[src/rtl/pcr_pkg.sv]
`timescale 1ns / 1ps
// ----------------------------------------------------------------------------
// pcr_pkg - shared definitions for the phase/coherence colour map
// widths of the fixed ports, parameter defaults, sector codes and the
// control word that travels down the pipeline with each pixel
// ----------------------------------------------------------------------------
package pcr_pkg;

	// parameter defaults
	localparam int PHASE_BITS_DEF      = 16;
	localparam int LEVEL_FRAC_BITS_DEF = 16;

	// fixed port widths
	localparam int PHASE_IN_W = 16;
	localparam int LEVEL_IN_W = 18;
	localparam int CHAN_W     = 17;

	// configuration port
	localparam int APB_ADDR_W = 3;
	localparam int APB_DATA_W = 32;

	// register index, as held in the word-address bit of paddr
	localparam logic REG_COHERENCE_ENABLE = 1'b0;

	// hue sectors of the six-sector rule
	typedef enum logic [2:0] {
		SECT_RED_YELLOW    = 3'd0,
		SECT_YELLOW_GREEN  = 3'd1,
		SECT_GREEN_CYAN    = 3'd2,
		SECT_CYAN_BLUE     = 3'd3,
		SECT_BLUE_MAGENTA  = 3'd4,
		SECT_MAGENTA_RED   = 3'd5
	} sector_t;

	// per-pixel control word carried alongside the datapath
	typedef struct packed {
		logic    valid;
		logic    last;
		sector_t sector;
	} ctl_t;

endpackage

[src/rtl/pcr_hue_clamp.sv]
`timescale 1ns / 1ps
// ----------------------------------------------------------------------------
// pcr_hue_clamp - stage 1: hue, sector split and level clamp
// turns the binary phase into a hue, splits six times the hue into sector
// and sector fraction, and clamps the coherence level into saturation
// ----------------------------------------------------------------------------
module pcr_hue_clamp #(
	parameter int PHASE_BITS      = pcr_pkg::PHASE_BITS_DEF,
	parameter int LEVEL_FRAC_BITS = pcr_pkg::LEVEL_FRAC_BITS_DEF
) (
	input  logic                                      clk,
	input  logic                                      arst_n,
	input  logic                                      in_valid,
	input  logic signed [pcr_pkg::PHASE_IN_W-1:0]     phase_angle,
	input  logic signed [pcr_pkg::LEVEL_IN_W-1:0]     coherence_level,
	input  logic                                      last,
	input  logic                                      coherence_enable,
	output pcr_pkg::ctl_t                             ctl_s1,
	output logic        [PHASE_BITS-1:0]              rem_s1,
	output logic        [LEVEL_FRAC_BITS:0]           sat_s1
);

	localparam int PB = PHASE_BITS;
	localparam int LF = LEVEL_FRAC_BITS;
	localparam int SW = LF + 1;
	localparam int HW = PB + 3;
	localparam int LW = LF + pcr_pkg::LEVEL_IN_W - 1;
	localparam logic [SW-1:0] ONE     = SW'(1) << LF;
	localparam logic [LW-1:0] ONE_EXT = LW'(1) << LF;

	logic [PB+pcr_pkg::PHASE_IN_W-1:0] ph_ext;
	logic [PB-1:0]                     ph;
	logic [PB-1:0]                     hue;
	logic [HW-1:0]                     hh;
	logic [LW-1:0]                     lvl_ext;
	logic [SW-1:0]                     sat;

	// sign-extend then keep the phase width
	assign ph_ext = {{PB{phase_angle[pcr_pkg::PHASE_IN_W-1]}}, phase_angle};
	assign ph     = ph_ext[PB-1:0];
	// adding half a turn flips the top bit
	assign hue    = {~ph[PB-1], ph[PB-2:0]};
	// six times hue as two shifted adds
	assign hh     = (HW'(hue) << 2) + (HW'(hue) << 1);

	assign lvl_ext = LW'(coherence_level[pcr_pkg::LEVEL_IN_W-2:0]);

	always_comb begin
		if (!coherence_enable) begin
			sat = ONE;
		end else if (coherence_level[pcr_pkg::LEVEL_IN_W-1]) begin
			sat = '0;
		end else if (lvl_ext > ONE_EXT) begin
			sat = ONE;
		end else begin
			sat = lvl_ext[SW-1:0];
		end
	end

	always_ff @(posedge clk or negedge arst_n) begin
		if (!arst_n) begin
			ctl_s1 <= '0;
		end else begin
			ctl_s1.valid  <= in_valid;
			ctl_s1.last   <= last;
			ctl_s1.sector <= pcr_pkg::sector_t'(hh[HW-1:PB]);
		end
	end

	always_ff @(posedge clk) begin
		rem_s1 <= hh[PB-1:0];
		sat_s1 <= sat;
	end

endmodule

[src/rtl/pcr_frac_mult.sv]
`timescale 1ns / 1ps
// ----------------------------------------------------------------------------
// pcr_frac_mult - stage 2: saturation products
// saturation times the sector fraction and its complement, and the
// value-times-one-minus-saturation term
// ----------------------------------------------------------------------------
module pcr_frac_mult #(
	parameter int PHASE_BITS      = pcr_pkg::PHASE_BITS_DEF,
	parameter int LEVEL_FRAC_BITS = pcr_pkg::LEVEL_FRAC_BITS_DEF
) (
	input  logic                       clk,
	input  logic                       arst_n,
	input  pcr_pkg::ctl_t              ctl_s1,
	input  logic [PHASE_BITS-1:0]      rem_s1,
	input  logic [LEVEL_FRAC_BITS:0]   sat_s1,
	output pcr_pkg::ctl_t              ctl_s2,
	output logic [LEVEL_FRAC_BITS:0]   sat_s2,
	output logic [LEVEL_FRAC_BITS:0]   sf_s2,
	output logic [LEVEL_FRAC_BITS:0]   sfc_s2,
	output logic [LEVEL_FRAC_BITS:0]   p_s2
);

	localparam int PB  = PHASE_BITS;
	localparam int LF  = LEVEL_FRAC_BITS;
	localparam int SW  = LF + 1;
	localparam int FW  = SW + PB;
	localparam int CW  = SW + PB + 1;
	localparam int PW  = 2 * SW;
	localparam logic [SW-1:0] ONE   = SW'(1) << LF;
	localparam logic [PB:0]   TURN  = (PB + 1)'(1) << PB;

	logic [PB:0]   comp;
	logic [SW-1:0] oms;
	logic [FW-1:0] prod_sf;
	logic [CW-1:0] prod_sfc;
	logic [PW-1:0] prod_p;

	assign comp     = TURN - (PB + 1)'(rem_s1);
	assign oms      = ONE - sat_s1;
	assign prod_sf  = FW'(sat_s1) * FW'(rem_s1);
	assign prod_sfc = CW'(sat_s1) * CW'(comp);
	assign prod_p   = PW'(sat_s1) * PW'(oms);

	always_ff @(posedge clk or negedge arst_n) begin
		if (!arst_n) begin
			ctl_s2 <= '0;
		end else begin
			ctl_s2 <= ctl_s1;
		end
	end

	// products never exceed saturation, so the upper bits drop cleanly
	always_ff @(posedge clk) begin
		sat_s2 <= sat_s1;
		sf_s2  <= prod_sf[LF+PB:PB];
		sfc_s2 <= prod_sfc[LF+PB:PB];
		p_s2   <= prod_p[2*LF:LF];
	end

endmodule

[src/rtl/pcr_level_mult.sv]
`timescale 1ns / 1ps
// ----------------------------------------------------------------------------
// pcr_level_mult - stage 3: value products
// forms the falling and rising ramps q and t from the value
// ----------------------------------------------------------------------------
module pcr_level_mult #(
	parameter int LEVEL_FRAC_BITS = pcr_pkg::LEVEL_FRAC_BITS_DEF
) (
	input  logic                       clk,
	input  logic                       arst_n,
	input  pcr_pkg::ctl_t              ctl_s2,
	input  logic [LEVEL_FRAC_BITS:0]   sat_s2,
	input  logic [LEVEL_FRAC_BITS:0]   sf_s2,
	input  logic [LEVEL_FRAC_BITS:0]   sfc_s2,
	input  logic [LEVEL_FRAC_BITS:0]   p_s2,
	output pcr_pkg::ctl_t              ctl_s3,
	output logic [LEVEL_FRAC_BITS:0]   v_s3,
	output logic [LEVEL_FRAC_BITS:0]   p_s3,
	output logic [LEVEL_FRAC_BITS:0]   q_s3,
	output logic [LEVEL_FRAC_BITS:0]   t_s3
);

	localparam int LF = LEVEL_FRAC_BITS;
	localparam int SW = LF + 1;
	localparam int PW = 2 * SW;
	localparam logic [SW-1:0] ONE = SW'(1) << LF;

	logic [SW-1:0] omsf;
	logic [SW-1:0] omsfc;
	logic [PW-1:0] prod_q;
	logic [PW-1:0] prod_t;

	assign omsf   = ONE - sf_s2;
	assign omsfc  = ONE - sfc_s2;
	assign prod_q = PW'(sat_s2) * PW'(omsf);
	assign prod_t = PW'(sat_s2) * PW'(omsfc);

	always_ff @(posedge clk or negedge arst_n) begin
		if (!arst_n) begin
			ctl_s3 <= '0;
		end else begin
			ctl_s3 <= ctl_s2;
		end
	end

	always_ff @(posedge clk) begin
		v_s3 <= sat_s2;
		p_s3 <= p_s2;
		q_s3 <= prod_q[2*LF:LF];
		t_s3 <= prod_t[2*LF:LF];
	end

endmodule

[src/rtl/pcr_sector_sel.sv]
`timescale 1ns / 1ps
// ----------------------------------------------------------------------------
// pcr_sector_sel - stage 4: sector select and output register
// routes v, p, q and t onto red, green and blue by hue sector
// ----------------------------------------------------------------------------
module pcr_sector_sel #(
	parameter int LEVEL_FRAC_BITS = pcr_pkg::LEVEL_FRAC_BITS_DEF
) (
	input  logic                              clk,
	input  logic                              arst_n,
	input  pcr_pkg::ctl_t                     ctl_s3,
	input  logic [LEVEL_FRAC_BITS:0]          v_s3,
	input  logic [LEVEL_FRAC_BITS:0]          p_s3,
	input  logic [LEVEL_FRAC_BITS:0]          q_s3,
	input  logic [LEVEL_FRAC_BITS:0]          t_s3,
	output logic                              done_s4,
	output logic [pcr_pkg::CHAN_W-1:0]        red_s4,
	output logic [pcr_pkg::CHAN_W-1:0]        green_s4,
	output logic [pcr_pkg::CHAN_W-1:0]        blue_s4,
	output logic                              last_s4
);

	localparam int SW = LEVEL_FRAC_BITS + 1;
	localparam int XW = SW + pcr_pkg::CHAN_W;

	logic [SW-1:0] r;
	logic [SW-1:0] g;
	logic [SW-1:0] b;
	logic [XW-1:0] r_ext;
	logic [XW-1:0] g_ext;
	logic [XW-1:0] b_ext;

	always_comb begin
		case (ctl_s3.sector)
			pcr_pkg::SECT_RED_YELLOW: begin
				r = v_s3; g = t_s3; b = p_s3;
			end
			pcr_pkg::SECT_YELLOW_GREEN: begin
				r = q_s3; g = v_s3; b = p_s3;
			end
			pcr_pkg::SECT_GREEN_CYAN: begin
				r = p_s3; g = v_s3; b = t_s3;
			end
			pcr_pkg::SECT_CYAN_BLUE: begin
				r = p_s3; g = q_s3; b = v_s3;
			end
			pcr_pkg::SECT_BLUE_MAGENTA: begin
				r = t_s3; g = p_s3; b = v_s3;
			end
			default: begin
				r = v_s3; g = p_s3; b = q_s3;
			end
		endcase
	end

	// zero-extend then keep the channel width, so wide fractions wrap
	assign r_ext = XW'(r);
	assign g_ext = XW'(g);
	assign b_ext = XW'(b);

	always_ff @(posedge clk or negedge arst_n) begin
		if (!arst_n) begin
			done_s4 <= 1'b0;
		end else begin
			done_s4 <= ctl_s3.valid;
		end
	end

	always_ff @(posedge clk) begin
		red_s4   <= r_ext[pcr_pkg::CHAN_W-1:0];
		green_s4 <= g_ext[pcr_pkg::CHAN_W-1:0];
		blue_s4  <= b_ext[pcr_pkg::CHAN_W-1:0];
		last_s4  <= ctl_s3.last;
	end

endmodule

[src/rtl/phase_coherence_to_rgb.sv]
`timescale 1ns / 1ps
// ----------------------------------------------------------------------------
// phase_coherence_to_rgb - phase and coherence to rgb colour map
// per pixel: phase gives hue, clamped coherence gives saturation and value,
// then a six-sector hsv to rgb conversion in fixed point
// ----------------------------------------------------------------------------
// One pixel request is taken on every clock at which start is high; busy is
// always low, so requests may come back to back without a gap. Each request
// gives exactly one result: red, green, blue and last_out are valid for the
// single cycle in which done is high. There is no way to hold results off, so
// the receiver must capture every done cycle. Each result passes through
// four register stages: hue split and level clamp, saturation products, value
// products, and sector select with the output register. coherence_enable is
// written over the register port and should only change while no pixel is in
// flight.
// ----------------------------------------------------------------------------
module phase_coherence_to_rgb #(
	parameter int PHASE_BITS      = pcr_pkg::PHASE_BITS_DEF,
	parameter int LEVEL_FRAC_BITS = pcr_pkg::LEVEL_FRAC_BITS_DEF
) (
	input  logic                                  clk,
	input  logic                                  arst_n,

	// register port
	input  logic                                  psel,
	input  logic                                  penable,
	input  logic                                  pwrite,
	input  logic        [pcr_pkg::APB_ADDR_W-1:0] paddr,
	input  logic        [pcr_pkg::APB_DATA_W-1:0] pwdata,
	output logic        [pcr_pkg::APB_DATA_W-1:0] prdata,
	output logic                                  pready,

	// pixel request
	input  logic                                  start,
	output logic                                  busy,
	input  logic signed [pcr_pkg::PHASE_IN_W-1:0] phase_angle,
	input  logic signed [pcr_pkg::LEVEL_IN_W-1:0] coherence_level,
	input  logic                                  last,

	// pixel result
	output logic                                  done,
	output logic        [pcr_pkg::CHAN_W-1:0]     red,
	output logic        [pcr_pkg::CHAN_W-1:0]     green,
	output logic        [pcr_pkg::CHAN_W-1:0]     blue,
	output logic                                  last_out
);

	localparam int LF = LEVEL_FRAC_BITS;

	// register word address sits above the byte lanes
	localparam int REG_SEL_BIT = 2;

	logic                 coh_en_q;
	logic                 reg_wr;
	logic                 req_valid;

	pcr_pkg::ctl_t        ctl_s1;
	pcr_pkg::ctl_t        ctl_s2;
	pcr_pkg::ctl_t        ctl_s3;
	logic [PHASE_BITS-1:0] rem_s1;
	logic [LF:0]          sat_s1;
	logic [LF:0]          sat_s2;
	logic [LF:0]          sf_s2;
	logic [LF:0]          sfc_s2;
	logic [LF:0]          p_s2;
	logic [LF:0]          v_s3;
	logic [LF:0]          p_s3;
	logic [LF:0]          q_s3;
	logic [LF:0]          t_s3;

	// ------------------------------------------------------------------
	// register port: zero-wait writes and reads
	// ------------------------------------------------------------------
	assign pready = 1'b1;
	assign reg_wr = psel & penable & pwrite & pready;

	always_ff @(posedge clk or negedge arst_n) begin
		if (!arst_n) begin
			coh_en_q <= 1'b0;
		end else if (reg_wr && (paddr[REG_SEL_BIT] == pcr_pkg::REG_COHERENCE_ENABLE)) begin
			coh_en_q <= pwdata[0];
		end
	end

	// unmapped addresses read as zero
	always_comb begin
		if (paddr[REG_SEL_BIT] == pcr_pkg::REG_COHERENCE_ENABLE) begin
			prdata = pcr_pkg::APB_DATA_W'(coh_en_q);
		end else begin
			prdata = '0;
		end
	end

	// ------------------------------------------------------------------
	// request side: fully pipelined, never stalls
	// ------------------------------------------------------------------
	assign busy      = 1'b0;
	assign req_valid = start & ~busy;

	// stage 1: hue, sector and clamped saturation
	pcr_hue_clamp #(
		.PHASE_BITS      (PHASE_BITS),
		.LEVEL_FRAC_BITS (LEVEL_FRAC_BITS)
	) u_hue_clamp (
		.clk              (clk),
		.arst_n           (arst_n),
		.in_valid         (req_valid),
		.phase_angle      (phase_angle),
		.coherence_level  (coherence_level),
		.last             (last),
		.coherence_enable (coh_en_q),
		.ctl_s1           (ctl_s1),
		.rem_s1           (rem_s1),
		.sat_s1           (sat_s1)
	);

	// stage 2: saturation times fraction, complement, and the p term
	pcr_frac_mult #(
		.PHASE_BITS      (PHASE_BITS),
		.LEVEL_FRAC_BITS (LEVEL_FRAC_BITS)
	) u_frac_mult (
		.clk    (clk),
		.arst_n (arst_n),
		.ctl_s1 (ctl_s1),
		.rem_s1 (rem_s1),
		.sat_s1 (sat_s1),
		.ctl_s2 (ctl_s2),
		.sat_s2 (sat_s2),
		.sf_s2  (sf_s2),
		.sfc_s2 (sfc_s2),
		.p_s2   (p_s2)
	);

	// stage 3: value times the ramp complements
	pcr_level_mult #(
		.LEVEL_FRAC_BITS (LEVEL_FRAC_BITS)
	) u_level_mult (
		.clk    (clk),
		.arst_n (arst_n),
		.ctl_s2 (ctl_s2),
		.sat_s2 (sat_s2),
		.sf_s2  (sf_s2),
		.sfc_s2 (sfc_s2),
		.p_s2   (p_s2),
		.ctl_s3 (ctl_s3),
		.v_s3   (v_s3),
		.p_s3   (p_s3),
		.q_s3   (q_s3),
		.t_s3   (t_s3)
	);

	// stage 4: sector routing into the output register
	pcr_sector_sel #(
		.LEVEL_FRAC_BITS (LEVEL_FRAC_BITS)
	) u_sector_sel (
		.clk      (clk),
		.arst_n   (arst_n),
		.ctl_s3   (ctl_s3),
		.v_s3     (v_s3),
		.p_s3     (p_s3),
		.q_s3     (q_s3),
		.t_s3     (t_s3),
		.done_s4  (done),
		.red_s4   (red),
		.green_s4 (green),
		.blue_s4  (blue),
		.last_s4  (last_out)
	);

endmodule
[config.mk]
export PLATFORM = sky130hd
export DESIGN_NAME = phase_coherence_to_rgb
export DESIGN_NICKNAME = d
export VERILOG_FILES = /design/src/rtl/pcr_pkg.sv /design/src/rtl/pcr_hue_clamp.sv /design/src/rtl/pcr_frac_mult.sv /design/src/rtl/pcr_level_mult.sv /design/src/rtl/pcr_sector_sel.sv /design/src/rtl/phase_coherence_to_rgb.sv
export SDC_FILE = /design/constraint.sdc
export NUM_CORES = 2
export LEC_CHECK = 0
export BUFFER_PORTS_ARGS = -buffer_cell sky130_fd_sc_hd__buf_4
export CAP_MARGIN = 20
export CORE_ASPECT_RATIO = 2
export CORE_MARGIN = 8
export CORE_UTILIZATION = 66
export DETAILED_ROUTE_END_ITERATION = 10
export GPL_TIMING_DRIVEN = 0
export HOLD_SLACK_MARGIN = 0.12
export PLACE_DENSITY = 0.8
export REMOVE_ABC_BUFFERS = 1
export SLEW_MARGIN = 40
export SYNTH_ARGS = -nofsm -noshare
export SYNTH_HDL_FRONTEND = slang
export SYNTH_SLANG_ARGS = --single-unit
[constraint.sdc]
create_clock -name clk -period 10.5 [get_ports clk]
set_input_delay 2.1 -clock clk [delete_from_list [all_inputs] [get_ports clk]]
set_output_delay 2.1 -clock clk [all_outputs]
set_load 0.005 [all_outputs]
### Yosys cells after proc, flatten, opt, wreduce, memory -nomap -nowiden

Cells that the tools add are included.
Widths: inputs -> output; s select.

| cells by class | value |
|---|---|
| add/sub/neg operators | 5 |
| multipliers | 5 |
| order comparisons | 1 |
| equality and inequality tests | 4 |
| mux-type cells | 6 |
| bitwise operators | 5 |
| reductions and logical operators | 7 |

Operator list:

| cell | number |
|---|---|
| $pmux 17 s3 | 3 |
| $mul 17x17->33 | 4 |
| $sub 17x17->17 const A | 3 |
| $mux 17 | 2 |
| $mul 17x16->33 | 1 |
| $add 18x17->19 | 1 |
| $gt 17x17->1 const B | 1 |
| $sub 17x16->17 const A | 1 |
| $reduce_or 2->1 | 4 |
| $eq 3x2->1 const B | 2 |
| $eq 3x1->1 const B | 1 |
| $eq 3x3->1 const B | 1 |
| $logic_not 3->1 | 1 |
| $not 1->1 | 3 |
| $reduce_or 3->1 | 1 |
| $and 1x1->1 | 2 |
| $logic_and 1x1->1 | 1 |
| $mux 1 | 1 |

| storage, ports and cells | value |
|---|---|
| register bits after elaboration | 238 |
| input bits | 76 |
| output and inout port bits | 87 |

### Depth between registers and ports, before layout

| logic depth | value |
|---|---|
| word-level depth | 3 |
| mapped depth | 32 |

### Cells and area by module

Synthesis repeated with hierarchy kept, for this count alone.

| second synthesis, totals | value |
|---|---|
| cells, all modules | 5996 |
| area, all modules | 53906.7 um^2 |

By module, submodules not included:

| module | instances | cells an instance | area an instance (um^2) | sequential area each (um^2) |
|---|---|---|---|---|
| pcr_frac_mult | 1 | 3210 | 28753.8 | 1486.4 |
| pcr_level_mult | 1 | 2210 | 19811.5 | 1486.4 |
| pcr_sector_sel | 1 | 349 | 3190.6 | 1066.0 |
| pcr_hue_clamp | 1 | 188 | 1841.8 | 765.7 |
| phase_coherence_to_rgb | 1 | 39 | 309.0 | 25.0 |

### Worst setup path after synthesis

OpenSTA, ideal clock, no wires.

| timing | value |
|---|---|
| path type | register to register |
| start point | reg u_hue_clamp.sat_s1[1] |
| end point | reg u_frac_mult.p_s2[15] |
| library setup time | 0.127 ns |
| arrival time | 7.332 ns |
| required time | 10.373 ns |
| slack | 3.042 ns |
| cell stages (with the launch flop) | 30 |
| path buffers | 3 |
| clock period less this slack | 7.458 ns |
| cells stage by stage | dfxtp_1 > clkbuf_1 > inv_1 > clkbuf_1 > ha_1 > or3b_2 > nor3_1 > nand2b_1 > or3_1 > ha_1 > clkbuf_1 > nand2b_1 > fa_1 > fa_1 > inv_1 > fa_1 > fa_1 > fa_1 > inv_1 > fa_1 > inv_1 > ha_1 > a21o_1 > a21oi_1 > nand2_1 > nor2_1 > o21ai_0 > a21oi_1 > o21ai_0 > xor2_1 |

| between the ends | value |
|---|---|
| word-level cells in the longest chain between the ends | 2 |

RTL lines:

| item | line | text |
|---|---|---|
| start, declared | pcr_hue_clamp.sv:20 | `output logic [LEVEL_FRAC_BITS:0] sat_s1` |
| start signal, assigned | pcr_hue_clamp.sv:72 | `sat_s1 <= sat;` |
| $sub 17x17->17 | pcr_frac_mult.sv:39 | `assign oms = ONE - sat_s1;` |
| $mul 17x17->33 (*) | pcr_frac_mult.sv:42 | `assign prod_p = PW'(sat_s1) * PW'(oms);` |
| named net u_frac_mult.prod_p[31] | pcr_frac_mult.sv:36 | `logic [PW-1:0] prod_p;` |
| end signal, assigned | pcr_frac_mult.sv:57 | `p_s2 <= prod_p[2*LF:LF];` |
| end, declared | pcr_frac_mult.sv:20 | `output logic [LEVEL_FRAC_BITS:0] p_s2` |

The timed path passes the listed nets; every way through them passes the cells marked *.
A chain may end at the register's enable or synchronous reset.

### Worst setup path in the final report

| timing | value |
|---|---|
| start point | reg u_frac_mult.sfc_s2[0] |
| end point | reg u_level_mult.t_s3[16] |

| between the ends | value |
|---|---|
| word-level cells in the longest chain between the ends | 2 |

RTL lines:

| item | line | text |
|---|---|---|
| start, declared | pcr_frac_mult.sv:19 | `output logic [LEVEL_FRAC_BITS:0] sfc_s2,` |
| start signal, assigned | pcr_frac_mult.sv:56 | `sfc_s2 <= prod_sfc[LF+PB:PB];` |
| $sub 17x17->17 | pcr_level_mult.sv:34 | `assign omsfc = ONE - sfc_s2;` |
| $mul 17x17->33 | pcr_level_mult.sv:36 | `assign prod_t = PW'(sat_s2) * PW'(omsfc);` |
| named net u_level_mult.prod_t[32] | pcr_level_mult.sv:31 | `logic [PW-1:0] prod_t;` |
| end signal, assigned | pcr_level_mult.sv:50 | `t_s3 <= prod_t[2*LF:LF];` |
| end, declared | pcr_level_mult.sv:20 | `output logic [LEVEL_FRAC_BITS:0] t_s3` |

The timed path passes the listed nets, and every way through them passes these cells.

==> flow_summary.toml <==
[critical_path]
reg2reg_to = "u_level_mult.t_s3[16]"
critical-path-max-stage-delay_ns = 0.69
timing.reg2reg.setup_slack_ns = 1.31
worstSetupEndpointType = "register"
crit_path_max_fanout = 18
r2r_startpoint = "u_frac_mult.sfc_s2[0]"
crit_path_top_delay_cell = "a2111oi_1"
worst-endpoint-required_ns = 10.99
worstPathArrival_ns = 9.68
critical_path.most_common_cell = "fa_1"
criticalPathCategory = "reg2reg"
start_kind = "register"
critical-path-top-delay-family = "adder cells"
worst-r2r-cell-count = 26
worstPathBufferInverterCount = 3

[placement]
port_buffers = 96
pre_cts_slack_ns = 1.18
gp_congestion = 0.895
hpwl_um = 106000
dp_cells = 6795

[sta]
fin_crit_ns = 9.19
slew-limit-headroom_pct = 39.7
report.final.hold_viol_count = 0
slew_viol_final = 0
final_min_period_over_clock_period_pct = 87.5
clock_skew_ns = 0.0236
postLayoutSetupSlackWorst_ns = 1.31
rsz_0062_raised_after_global_routing = "no"
number_of_endpoints_failing_setup_at_the_final_stage = 0
setup_total_negative_slack_ns = 0
worst_pin_slew_ns = 0.900
maxClockFrequency_mhz = 109

[yosys]
synth_warnings = 0
synth_enable_flop_cells = 0
synth_ff_type = "dfxtp_1"
ys_ff_latch = 237
synth.yosys.seq_area_share_pct = 9.21
synthesis.area_per_instance_um2 = 8.90
synth_async_sr_flop_share_pct = 7.17
post_synth_inst_count = 5886
syn_area_um2 = 52400
synth_cell_types = 76

[detailed_routing]
via_per_inst = 5.78
route.vias.total = 39541
detail_route.first_pass.iterations = 6
drt-initial-drc-count = 2108
drc = 0
wirelength_um = 134000
post_drt_wl_per_cell_um = 19.7
antenna_nets_post_route = 0

[cells_and_area]
fin_nets = 7485
share_of_final_layout_standard_cells_stronger_than_drive_strength_1_pct = 5.60
area.growth.synth_to_final_pct = 6.05
layout.cells.non_filler = 6841

[die]
die_y_um = 415
fp-row-count = 146
dieArea_um2 = 89200
chipWidth_um = 215
core_ar_um2 = 78900
effective_utilization_at_floorplan_pct = 66.4
io-pin-count = 163

[clock_network]
cts-htree-levels = 1
worstSkewPairLatency_ns = 0.61
post_cts_hold_buffer_count = 0
cts_buffers = 25
clock_pin_transition_on_the_worst_setup_and_hold_timing_paths_ns = 0.07
cts.sink_count = 237
cts_buffer_depth = 3
clk_root_buffer_cell = "clkbuf_16"
post-cts-setup-buffer-count = 0
post_cts.resized_instances = 0
cts_tree = "built"

[global_route]
first_global_vias = 45127
globalRouteOverflowTotal = 0
grt_antenna_before_repair = 3
global_route.usage.total_pct = 30.7
grt_first_pass_wirelength_um = 219000
largest_net_degree_at_the_start_of_global_routing = 57

[status]
run_status = "finished, final reports clean"

[min_path]
min_delay_path_depth = 0
worst_hold_path.endpoint = "u_level_mult.p_s3[4]"
holdCritPathClass = "reg2reg"
hold_path_startpoint = "u_frac_mult.p_s2[4]"

[power_and_ir_drop]
power_density_nw_per_um2 = 152
leak_pwr_uw = 0.0285
vdd.ir_drop.worst_v = 0.000171

[job]
maxCapViolations = 0
[synthesized netlist by cell type, types with 35 or more instances]
cell	count	share of area [%]
inv_1	1365	9.8
nor2_1	143	1.0
fa_1	1063	41
clkbuf_1	258	1.8
a21oi_1	123	1.2
and2_1	427	5.1
xor2_1	47	0.79
ha_1	560	13
nor2b_1	73	0.87
nand2_1	842	6.0
xnor2_1	104	1.7
nor3_1	41	0.39
mux2i_1	35	0.67
nand2b_1	167	2.0
o21ai_0	57	0.54
dfxtp_1	220	8.4
[metrics by stage]
step,instance area (µm²),power (µW),util (%),hold slack [ns]
6_report,55600,8440,70.4,0.324
5_1_grt,55600,9160,70.4,0.331
4_1_cts,55500,8430,70.3,0.324
3_5_place_dp,54600,7400,69.2,0.312
3_3_place_gp,53300,6980,67.5,0.312
2_1_floorplan,51200,5210,-,0.310
[worst reg2reg max path, cell delays in order, from the launching register on]
cell and delay, ns:
dfxtp_1 0.55, inv_1 0.19, ha_1 0.22, nand2_1 0.16
nor3_2 0.53, or4b_4 0.61, nor3_4 0.27, xor2_4 0.56
and2_1 0.25, fa_1 0.47, fa_1 0.54, fa_1 0.44
fa_1 0.46, fa_1 0.49, inv_1 0.05, fa_1 0.48
inv_1 0.05, ha_1 0.41, a21o_1 0.23, o311ai_0 0.15
a211oi_1 0.28, o21ai_0 0.36, a2111oi_1 0.69, o21ai_0 0.22
nand2b_1 0.18, a21oi_1 0.11, xnor2_1 0.14
[report_power, final]
group / internal [µW] / switching [µW] / leakage [µW]
Clock: 531 / 452 / 0.000425
Combinational: 2260 / 3530 / 0.0260
Sequential: 1230 / 448 / 0.00206
Total: 4020 / 4430 / 0.0285
[cells in the final DEF, fill, tap and decap left out, drive strengths merged, types with 10 or more instances in the layout]
cell type     n
inv        1372
fa         1063
nand2       843
ha          560
and2        427
dfxtp       220
nand2b      167
buf         149
nor2        143
a21oi       123
xnor2       105
nor2b        73
o21ai        59
xor2         49
nor3         44
mux2i        35
conb         33
a21o         31
clkbuf       28
nand3        26
a31oi        20
o21a         19
and3         18
mux2         18
a32oi        17
dfrtp        17
or3          14
nor4         14
a211oi       11
nand4        10
[per-layer routing]
layer,GRT usage (%),part of all wire (%)
met1,29.7,31
met2,57.8,53
met4,24.0,9.4
met5,0,0.0059
met3,3.98,5.9
[layout make-up]
cell class,count,area (µm²)
Antenna cell,1,2.50
Clock buffer,28,647
Clock inverter,17,215
Fill cell,5854,23300
Inverter,1365,5120
Multi-Input combinational cell,4008,41800
Sequential cell,237,4970
Tap cell,1036,1300
Timing Repair Buffer,149,1500
[cells by family (layout without fill, tap and decap cells)]
kind of cell	after synthesis	in the layout	share of synthesized area [%]
xor+xnor	154	154	2.62
compound gates	345	345	4.17
buf+inv	1672	1559	12.2
simple gates	1800	1800	16.7
flops	237	237	9.21
fa+ha+maj	1623	1623	54.0
mux	53	53	1.06
other cells	2	34	0.0143
[how the worst max path moves through the flow]
stage	startpoint	endpoint	slack, ns	depth (start not counted)
floorplan	u_hue_clamp.sat_s1[0]	u_frac_mult.p_s2[15]	2.90	27
global placement	u_hue_clamp.sat_s1[0]	u_frac_mult.p_s2[14]	-0.62	27
detailed placement	u_frac_mult.sfc_s2[0]	u_level_mult.t_s3[16]	1.18	26
CTS	u_frac_mult.sfc_s2[0]	u_level_mult.t_s3[16]	0.98	26
global route	u_frac_mult.sfc_s2[0]	u_level_mult.t_s3[16]	0.98	26
finish	u_frac_mult.sfc_s2[0]	u_level_mult.t_s3[16]	1.31	26
Note: power is estimated with default switching activity, not from simulation.
